`config.mk`:
```
export PLATFORM = sky130hd
export DESIGN_NAME = night_dimmed_backlight_level
export DESIGN_NICKNAME = d
export VERILOG_FILES = /design/src/rtl/core/ndbl_pkg.sv /design/src/rtl/core/ndbl_csr.sv /design/src/rtl/core/ndbl_front.sv /design/src/rtl/core/ndbl_queue.sv /design/src/rtl/core/ndbl_back.sv /design/src/rtl/core/night_dimmed_backlight_level.sv
export SDC_FILE = /design/constraint.sdc
export NUM_CORES = 2
export LEC_CHECK = 0
export ABC_AREA = 1
export BUFFER_PORTS_ARGS = -buffer_cell sky130_fd_sc_hd__buf_4
export CAP_MARGIN = 20
export CORE_ASPECT_RATIO = 0.8
export CORE_UTILIZATION = 58
export DETAILED_ROUTE_END_ITERATION = 16
export PLACE_DENSITY = 0.84
export RECOVER_POWER = 25
export SYNTH_ARGS = -nofsm -noshare
export SYNTH_HDL_FRONTEND = slang
export SYNTH_SLANG_ARGS = --single-unit
```
`constraint.sdc`:
```
create_clock -name clock -period 5.35 [get_ports clock]
set_clock_uncertainty 0.15 [all_clocks]
set_input_delay 0.2675 -clock clock [delete_from_list [all_inputs] [get_ports clock]]
set_output_delay 0.2675 -clock clock [all_outputs]
set_load 0.05 [all_outputs]
```
`src/rtl/core/ndbl_pkg.sv`:
```
package ndbl_pkg;

   localparam int LEVEL_W    = 10;
   localparam int FACTOR_W   = 7;
   localparam int HW_W       = 12;
   localparam int EPOCH_W    = 40;
   localparam int MINUTE_W   = 11;
   localparam int CSR_IDX_W  = 3;
   localparam int CSR_DATA_W = 40;
   localparam int REQ_DATA_W = 72;
   localparam int RSP_DATA_W = 16;

   localparam logic [CSR_IDX_W-1:0] REG_NIGHT_ENABLE  = 3'd0;
   localparam logic [CSR_IDX_W-1:0] REG_SUN_MODE      = 3'd1;
   localparam logic [CSR_IDX_W-1:0] REG_WINDOW_START  = 3'd2;
   localparam logic [CSR_IDX_W-1:0] REG_WINDOW_END    = 3'd3;
   localparam logic [CSR_IDX_W-1:0] REG_NIGHT_PERCENT = 3'd4;
   localparam logic [CSR_IDX_W-1:0] REG_SUNRISE       = 3'd5;
   localparam logic [CSR_IDX_W-1:0] REG_SUNSET        = 3'd6;
   localparam logic [CSR_IDX_W-1:0] REG_HARDWARE_MAX  = 3'd7;

   localparam logic [LEVEL_W-1:0]  LOGICAL_MAX    = 10'd1000;
   localparam logic [FACTOR_W-1:0] PCT_FULL       = 7'd100;
   localparam logic [FACTOR_W-1:0] PCT_MIN        = 7'd1;
   localparam logic [HW_W-1:0]     HW_MAX_DEFAULT = 12'd1000;

   // floor(x/100) = (x * RECIP_100) >> 24 for x < 199728
   localparam logic [17:0] RECIP_100       = 18'd167773;
   localparam int          RECIP_100_SHIFT = 24;
   // floor(x/1000) = (x * RECIP_1000) >> 30 for x < 6100806
   localparam logic [20:0] RECIP_1000       = 21'd1073742;
   localparam int          RECIP_1000_SHIFT = 30;

   localparam int QUEUE_DEPTH = 2;
   localparam int QUEUE_AW    = 1;

   typedef struct packed {
      logic                night_enable;
      logic                sun_mode;
      logic [MINUTE_W-1:0] window_start;
      logic [MINUTE_W-1:0] window_end;
      logic [FACTOR_W-1:0] night_percent;
      logic [EPOCH_W-1:0]  sunrise;
      logic [EPOCH_W-1:0]  sunset;
      logic [HW_W-1:0]     hardware_max;
   } cfg_type;

   typedef struct packed {
      logic                night;
      logic [FACTOR_W-1:0] factor;
      logic [LEVEL_W-1:0]  level;
   } item_type;

endpackage

```
`src/rtl/core/ndbl_csr.sv`:
```
module ndbl_csr
   import ndbl_pkg::*;
(
   input  logic                  clock,
   input  logic                  reset,
   input  logic                  csr_valid,
   output logic                  csr_ready,
   input  logic [CSR_IDX_W-1:0]  csr_index,
   input  logic [CSR_DATA_W-1:0] csr_data,
   output cfg_type               cfg
);

   localparam cfg_type CfgReset = '{
      night_enable:  1'b0,
      sun_mode:      1'b0,
      window_start:  '0,
      window_end:    '0,
      night_percent: PCT_FULL,
      sunrise:       '0,
      sunset:        '0,
      hardware_max:  HW_MAX_DEFAULT
   };

   cfg_type cfg_ff;
   cfg_type cfg_in;

   assign csr_ready = !reset;
   assign cfg       = cfg_ff;

   always_comb begin
      cfg_in = cfg_ff;
      if (csr_valid) begin
         case (csr_index)
            REG_NIGHT_ENABLE:  cfg_in.night_enable  = csr_data[0];
            REG_SUN_MODE:      cfg_in.sun_mode      = csr_data[0];
            REG_WINDOW_START:  cfg_in.window_start  = csr_data[MINUTE_W-1:0];
            REG_WINDOW_END:    cfg_in.window_end    = csr_data[MINUTE_W-1:0];
            REG_NIGHT_PERCENT: cfg_in.night_percent = csr_data[FACTOR_W-1:0];
            REG_SUNRISE:       cfg_in.sunrise       = csr_data[EPOCH_W-1:0];
            REG_SUNSET:        cfg_in.sunset        = csr_data[EPOCH_W-1:0];
            REG_HARDWARE_MAX:  cfg_in.hardware_max  = csr_data[HW_W-1:0];
            default: ;
         endcase
      end
   end

   always_ff @(posedge clock) begin
      if (reset) begin
         cfg_ff <= CfgReset;
      end else begin
         cfg_ff <= cfg_in;
      end
   end

endmodule

```
`src/rtl/core/ndbl_front.sv`:
```
module ndbl_front
   import ndbl_pkg::*;
(
   input  logic                  clock,
   input  logic                  reset,
   input  cfg_type               cfg,
   input  logic                  req_tvalid,
   output logic                  req_tready,
   input  logic [REQ_DATA_W-1:0] req_tdata,
   output logic                  push_valid,
   input  logic                  push_ready,
   output item_type              push_item
);

   logic [15:0]         raw;
   logic [EPOCH_W-1:0]  now;
   logic [MINUTE_W-1:0] minute;
   logic                night;
   logic [FACTOR_W-1:0] pct;
   item_type            item;
   logic                take;
   logic                valid_ff;
   logic                valid_in;
   item_type            item_ff;
   item_type            item_in;

   assign raw    = req_tdata[15:0];
   assign now    = req_tdata[55:16];
   assign minute = req_tdata[66:56];

   always_comb begin
      night = 1'b0;
      if (cfg.night_enable) begin
         if (cfg.sun_mode) begin
            if (cfg.sunrise != '0 && cfg.sunset != '0) begin
               night = !(now >= cfg.sunrise && now < cfg.sunset);
            end
         end else if (cfg.window_start == cfg.window_end) begin
            night = 1'b0;
         end else if (cfg.window_start < cfg.window_end) begin
            night = minute >= cfg.window_start && minute < cfg.window_end;
         end else begin
            night = minute >= cfg.window_start || minute < cfg.window_end;
         end
      end
   end

   always_comb begin
      if (cfg.night_percent < PCT_MIN) begin
         pct = PCT_MIN;
      end else if (cfg.night_percent > PCT_FULL) begin
         pct = PCT_FULL;
      end else begin
         pct = cfg.night_percent;
      end
   end

   always_comb begin
      item.night  = night;
      item.factor = night ? pct : PCT_FULL;
      if (raw[15]) begin
         item.level = '0;
      end else if (raw[14:0] > {5'd0, LOGICAL_MAX}) begin
         item.level = LOGICAL_MAX;
      end else begin
         item.level = raw[LEVEL_W-1:0];
      end
   end

   assign req_tready = !reset && (!valid_ff || push_ready);
   assign take       = req_tvalid && req_tready;
   assign valid_in   = take || (valid_ff && !push_ready);
   assign item_in    = take ? item : item_ff;
   assign push_valid = valid_ff;
   assign push_item  = item_ff;

   always_ff @(posedge clock) begin
      if (reset) begin
         valid_ff <= 1'b0;
      end else begin
         valid_ff <= valid_in;
      end
   end

   always_ff @(posedge clock) begin
      item_ff <= item_in;
   end

endmodule

```
`src/rtl/core/ndbl_queue.sv`:
```
module ndbl_queue
   import ndbl_pkg::*;
(
   input  logic     clock,
   input  logic     reset,
   input  logic     push_valid,
   output logic     push_ready,
   input  item_type push_item,
   output logic     pop_valid,
   input  logic     pop_ready,
   output item_type pop_item
);

   localparam logic [QUEUE_AW:0] QueueFull = (QUEUE_AW + 1)'(QUEUE_DEPTH);

   item_type              entry_ff [QUEUE_DEPTH];
   logic [QUEUE_AW-1:0]   wr_ptr_ff;
   logic [QUEUE_AW-1:0]   wr_ptr_in;
   logic [QUEUE_AW-1:0]   rd_ptr_ff;
   logic [QUEUE_AW-1:0]   rd_ptr_in;
   logic [QUEUE_AW:0]     count_ff;
   logic [QUEUE_AW:0]     count_in;
   logic                  push;
   logic                  pop;

   assign push_ready = count_ff != QueueFull;
   assign pop_valid  = count_ff != '0;
   assign pop_item   = entry_ff[rd_ptr_ff];
   assign push       = push_valid && push_ready;
   assign pop        = pop_valid && pop_ready;

   always_comb begin
      wr_ptr_in = push ? wr_ptr_ff + 1'b1 : wr_ptr_ff;
      rd_ptr_in = pop ? rd_ptr_ff + 1'b1 : rd_ptr_ff;
      count_in  = count_ff;
      if (push && !pop) begin
         count_in = count_ff + 1'b1;
      end else if (pop && !push) begin
         count_in = count_ff - 1'b1;
      end
   end

   always_ff @(posedge clock) begin
      if (reset) begin
         wr_ptr_ff <= '0;
         rd_ptr_ff <= '0;
         count_ff  <= '0;
      end else begin
         wr_ptr_ff <= wr_ptr_in;
         rd_ptr_ff <= rd_ptr_in;
         count_ff  <= count_in;
      end
   end

   always_ff @(posedge clock) begin
      if (push) begin
         entry_ff[wr_ptr_ff] <= push_item;
      end
   end

endmodule

```
`src/rtl/core/ndbl_back.sv`:
```
module ndbl_back
   import ndbl_pkg::*;
#(
   parameter int MIN_HW_LEVEL = 0
) (
   input  logic                  clock,
   input  logic                  reset,
   input  cfg_type               cfg,
   input  logic                  pop_valid,
   output logic                  pop_ready,
   input  item_type              pop_item,
   output logic                  rsp_tvalid,
   input  logic                  rsp_tready,
   output logic [RSP_DATA_W-1:0] rsp_tdata,
   output logic                  rsp_tuser
);

   localparam logic [HW_W-1:0] MinHw = HW_W'(MIN_HW_LEVEL);

   logic          advance;
   logic [HW_W-1:0] hw_max_eff;

   // level * factor, then /100, then * hw_max, then /1000
   logic [16:0]   p1_ff, p1_in;
   logic [34:0]   m1_ff, m1_in;
   logic [21:0]   p2_ff, p2_in;
   logic [42:0]   m2_ff, m2_in;
   logic [HW_W-1:0] hw_raw;
   logic [HW_W-1:0] hw_ff, hw_in;

   logic [3:0]    night_ff, night_in;
   logic [3:0]    valid_ff, valid_in;
   logic          out_night_ff, out_night_in;
   logic          out_valid_ff, out_valid_in;

   assign advance    = !out_valid_ff || rsp_tready;
   assign pop_ready  = advance;
   assign hw_max_eff = (cfg.hardware_max == '0) ? HW_MAX_DEFAULT : cfg.hardware_max;

   always_comb begin
      p1_in  = {7'd0, pop_item.level} * {10'd0, pop_item.factor};
      m1_in  = {18'd0, p1_ff} * {17'd0, RECIP_100};
      p2_in  = {12'd0, m1_ff[RECIP_100_SHIFT +: LEVEL_W]} * {10'd0, hw_max_eff};
      m2_in  = {21'd0, p2_ff} * {22'd0, RECIP_1000};
      hw_raw = m2_ff[RECIP_1000_SHIFT +: HW_W];
      hw_in  = (hw_raw < MinHw) ? MinHw : hw_raw;

      night_in     = {night_ff[2:0], pop_item.night};
      out_night_in = night_ff[3];
      valid_in     = valid_ff;
      out_valid_in = out_valid_ff;
      if (advance) begin
         valid_in     = {valid_ff[2:0], pop_valid};
         out_valid_in = valid_ff[3];
      end
   end

   always_ff @(posedge clock) begin
      if (reset) begin
         valid_ff     <= '0;
         out_valid_ff <= 1'b0;
      end else begin
         valid_ff     <= valid_in;
         out_valid_ff <= out_valid_in;
      end
   end

   always_ff @(posedge clock) begin
      if (advance) begin
         p1_ff        <= p1_in;
         m1_ff        <= m1_in;
         p2_ff        <= p2_in;
         m2_ff        <= m2_in;
         hw_ff        <= hw_in;
         night_ff     <= night_in;
         out_night_ff <= out_night_in;
      end
   end

   assign rsp_tvalid = out_valid_ff;
   assign rsp_tdata  = {{(RSP_DATA_W - HW_W){1'b0}}, hw_ff};
   assign rsp_tuser  = out_night_ff;

endmodule

```
`src/rtl/core/night_dimmed_backlight_level.sv`:
```
// Channel  | Dir | Handshake               | Payload
// req      | in  | req_tvalid/req_tready   | tdata: requested_level, now_seconds, minute_of_day
// rsp      | out | rsp_tvalid/rsp_tready   | tdata: hardware_level; tuser: night_active
// csr      | in  | csr_valid/csr_ready     | csr_index, csr_data
//
// One item per cycle sustained while rsp does not stall.
// The front register loads at acceptance; the item then passes the queue, the four
// multiply stages and the output register of the back pipeline, each registered.
// Synchronous active-high reset; no clearing pass, items are taken the cycle after.
// A stalled rsp freezes the back pipeline; the queue then fills and stalls req.
module night_dimmed_backlight_level
   import ndbl_pkg::*;
#(
   parameter int MIN_HW_LEVEL = 0
) (
   input  logic                  clock,
   input  logic                  reset,
   input  logic                  req_tvalid,
   output logic                  req_tready,
   // requested_level [15:0], now_seconds [55:16], minute_of_day [66:56]
   input  logic [REQ_DATA_W-1:0] req_tdata,
   output logic                  rsp_tvalid,
   input  logic                  rsp_tready,
   // hardware_level [11:0]
   output logic [RSP_DATA_W-1:0] rsp_tdata,
   // night_active [0]
   output logic                  rsp_tuser,
   input  logic                  csr_valid,
   output logic                  csr_ready,
   input  logic [CSR_IDX_W-1:0]  csr_index,
   input  logic [CSR_DATA_W-1:0] csr_data
);

   cfg_type  cfg;
   logic     push_valid;
   logic     push_ready;
   item_type push_item;
   logic     pop_valid;
   logic     pop_ready;
   item_type pop_item;

   ndbl_csr u_csr (
      .clock     (clock),
      .reset     (reset),
      .csr_valid (csr_valid),
      .csr_ready (csr_ready),
      .csr_index (csr_index),
      .csr_data  (csr_data),
      .cfg       (cfg)
   );

   ndbl_front u_front (
      .clock      (clock),
      .reset      (reset),
      .cfg        (cfg),
      .req_tvalid (req_tvalid),
      .req_tready (req_tready),
      .req_tdata  (req_tdata),
      .push_valid (push_valid),
      .push_ready (push_ready),
      .push_item  (push_item)
   );

   ndbl_queue u_queue (
      .clock      (clock),
      .reset      (reset),
      .push_valid (push_valid),
      .push_ready (push_ready),
      .push_item  (push_item),
      .pop_valid  (pop_valid),
      .pop_ready  (pop_ready),
      .pop_item   (pop_item)
   );

   ndbl_back #(
      .MIN_HW_LEVEL (MIN_HW_LEVEL)
   ) u_back (
      .clock      (clock),
      .reset      (reset),
      .cfg        (cfg),
      .pop_valid  (pop_valid),
      .pop_ready  (pop_ready),
      .pop_item   (pop_item),
      .rsp_tvalid (rsp_tvalid),
      .rsp_tready (rsp_tready),
      .rsp_tdata  (rsp_tdata),
      .rsp_tuser  (rsp_tuser)
   );

endmodule

```
==> metrics <==
endpoint class of the critical path register; reg2reg end u_back.p2_ff[13]$_DFFE_PN_; DR iter-0 viols 2513; worst setup margin -0.283 ns; CTS Buf Count 28; top post-synthesis cells by count 818 x inv_1, 521 x ha_1, 458 x nand2_1; warnings from Yosys 0; slowest stage delay, CP 0.57 ns; FF-to-FF Start u_csr.cfg[8]$_SDFFE_PP1P_; maximum clock rate 178 MHz; layout cells sized above 1 around a fifth; DRC 0; Overflow after GRT 0; Tcrit/Tclk final 105%; CTS Sinks roughly 270; Area Overhead vs Synth 22.9%; CTS tree built; CP Data Arrival Time just under 6 ns; Avg Cell Area, Syn 8.65 um2; Total GRT Usage between 30% and 40%; routability cong. 1.02; worst slew pin tran 1.45 ns; Yosys cell types 56; Synth Flop Type dfxtp_1; crit path max-delay cell type fa_1; CP Launch Point u_csr.cfg[8]$_SDFFE_PP1P_; final WL 88.0 mm; crit-path cells nor4_4 > nand3_2 > nor4_4 > buf_6 > nor2_4 > inv_4 > nand2_2 > fa_1 > inv_2 > fa_1 > inv_1 > fa_1 > fa_1 > inv_2 > fa_2 > ha_4 > a21oi_4 > o21ai_4 > a21o_1 > a21oi_2 > o21ai_1 > xor2_1; Reg2Reg Depth 22; H-tree levels 1; share of the synthesized area in the top cell type between 20% and 30%; leading post-synthesis cells by cell area ha_1 22%, fa_1 21%, edfxtp_1 13%; post-route ant nets 0; max-slew violation count 0; post-synth top area cell ha_1; MaxCap Viol Count 0; Seq/Total Area, Yosys 22.0%; antenna violations before repair 2; fill count 3216; Die Area 0.0529 mm2; critical path type register to register; Ports 140; vias 26500; worst-skew pair later-pin latency 0.61 ns; reg2reg setup slack -0.28 ns; Hold Slack ~0.073 ns; status finished, violations left; EDFF count, synth 132; Async SR Flop Fraction 0%; startpoint types register; critical path peak fanout 6; Routed wire per std cell 19.2 um; number of nets in the layout 4848; post-synth design cell area about 0.03 mm2; Yosys reg bits 266; Seq. cell area 0.00665 mm2; number of global-route vias before repair 26600; multi-input logic area roughly 0.022 mm2; Reg clk slew, reported paths around 0.07 ns; Hold Crit Class input pin to register; RSZ-0062 raised after global routing yes; Critical Path RT roughly 5.6 ns; Cell Rows 74; failing checks negative setup slack; Initial Util 58.9%; Max Buffers Root-to-Sink 3; DP HPWL between 60 and 70 mm; Max transition margin 3.09%; Syn Inst Count 3484; largest net degree at the start of global routing 80; Buffers on Ports 130; drt pass-1 iters 6; Final Hold Viols 0; min Tclk post-route about 5.6 ns; Final Setup Violations 29; first-pass GRT wire length 132 mm; most common cell in the netlist inv_1; chip width between 200 and 300 um; CP most frequent cell fa_1; Root Buffer clkbuf_16; CORE AREA 0.0512 mm2; Worst Setup EP u_back.p2_ff[13]$_DFFE_PN_; via/cell ratio 5.76; Die Height 206 um
[per-layer routing]
metal	global-route usage, %	vias up	share of wire (%)
met5	0	-	0
met4	11.6	0	5.3
met3	4.56	390	9.2
met2	51.8	1595	47
met1	41.5	12600	39
li1	-	11900	-
[state kept, by name, summed over array words and instances (netlist names), 10 cells and up, named ones only]
| name | flops |
|---|---|
| u_queue.entry_ff | 36 |
| u_csr.cfg | 123 |
| u_back.hw_ff | 12 |
| u_back.p1_ff | 17 |
| u_front.push_item | 18 |
| u_back.m1_ff | 10 |
| u_back.m2_ff | 12 |
| u_back.p2_ff | 22 |
[timing repair]
item	in CTS	in global routing
buffers inserted	9	33
pin swaps	83	165
gates resized for setup	121	276
hold buffers	62	0
endpoints found under the setup margin	36	43
endpoints found under the hold margin	139	0
[metrics by stage]
stage / worst slack, ns / area (um2) / cells / utilization, % / setup TNS, ns
after floorplan: -0.149 / 30300 / 3487 / - / -0.695
after global placement: -0.164 / 33300 / 4434 / 65.1 / -2.41
after detailed placement: -0.332 / 33300 / 4434 / 65.1 / -5.65
after CTS: -0.0886 / 35600 / 4557 / 69.5 / -0.562
after global routing: -0.451 / 37100 / 4593 / 72.4 / -9.05
final: -0.283 / 37100 / 4593 / 72.4 / -4.14
[critical path, delay by kind of cell, from the launching register on]
kind	cells	cell delay, ns
buffers and inverters	5	0.43
and+or+nand+nor	5	0.67
AOI/OAI and AO/OA	5	0.75
adders and majority gates	6	2.90
DFF	1	0.33
xor gates and xnor gates	1	0.15
[cells by family after synthesis]
group | count (synthesis) | synth area share, %
other | 1 | 0.0124
AOI/OAI and AO/OA | 554 | 9.90
adders and majority gates | 843 | 43.0
muxes | 2 | 0.0705
DFF | 266 | 22.0
xor gates and xnor gates | 58 | 1.68
buffers and inverters | 891 | 11.2
and+or+nand+nor | 869 | 12.1
[final cells by class]
type / count / share of cell area, %
antenna: 2 / 0.0135
clock buffer: 30 / 1.91
clock inverter: 22 / 0.790
inverter: 830 / 8.44
multi-input combinational: 2330 / 59.3
sequential: 266 / 17.9
tap: 684 / 2.31
timing repair buffer: 429 / 9.34
[layout by cell type, fill, tap and decap left out, types with 32 or more instances in the layout]
master,Yosys,final
inv_1,818,771
o21ai_0,198,174
ha_4,0,59
nand2_1,458,406
dfxtp_1,134,133
ha_1,521,454
a21oi_1,269,224
nand4_1,32,32
xor2_1,41,37
a21oi_2,1,33
dlygate4sd3_1,0,62
nand3_1,66,54
fa_1,322,306
buf_4,4,321
edfxtp_1,132,132
nand2_2,5,46
nor2_1,248,216
inv_2,12,55
[worst min-delay path by stage]
stage,slack [ns],to,start,cells after the start
after floorplan,0.24,u_csr.cfg[8]$_SDFFE_PP1P_,csr_data[8],2
after global placement,0.25,u_back.hw_ff[8]$_DFFE_PN_,u_back.m2_ff[38]$_DFFE_PN_,0
after detailed placement,0.25,u_back.hw_ff[1]$_DFFE_PN_,u_back.m2_ff[31]$_DFFE_PN_,0
after CTS,0.05,u_front.push_item[2]$_SDFFCE_PP0P_,req_tdata[14],4
after global routing,0.07,u_front.push_item[2]$_SDFFCE_PP0P_,req_tdata[14],4
final,0.07,u_front.push_item[2]$_SDFFCE_PP0P_,req_tdata[14],4
Power is not shown: default switching activity piles up to over one toggle a cycle in this logic, so the estimate is an artifact.
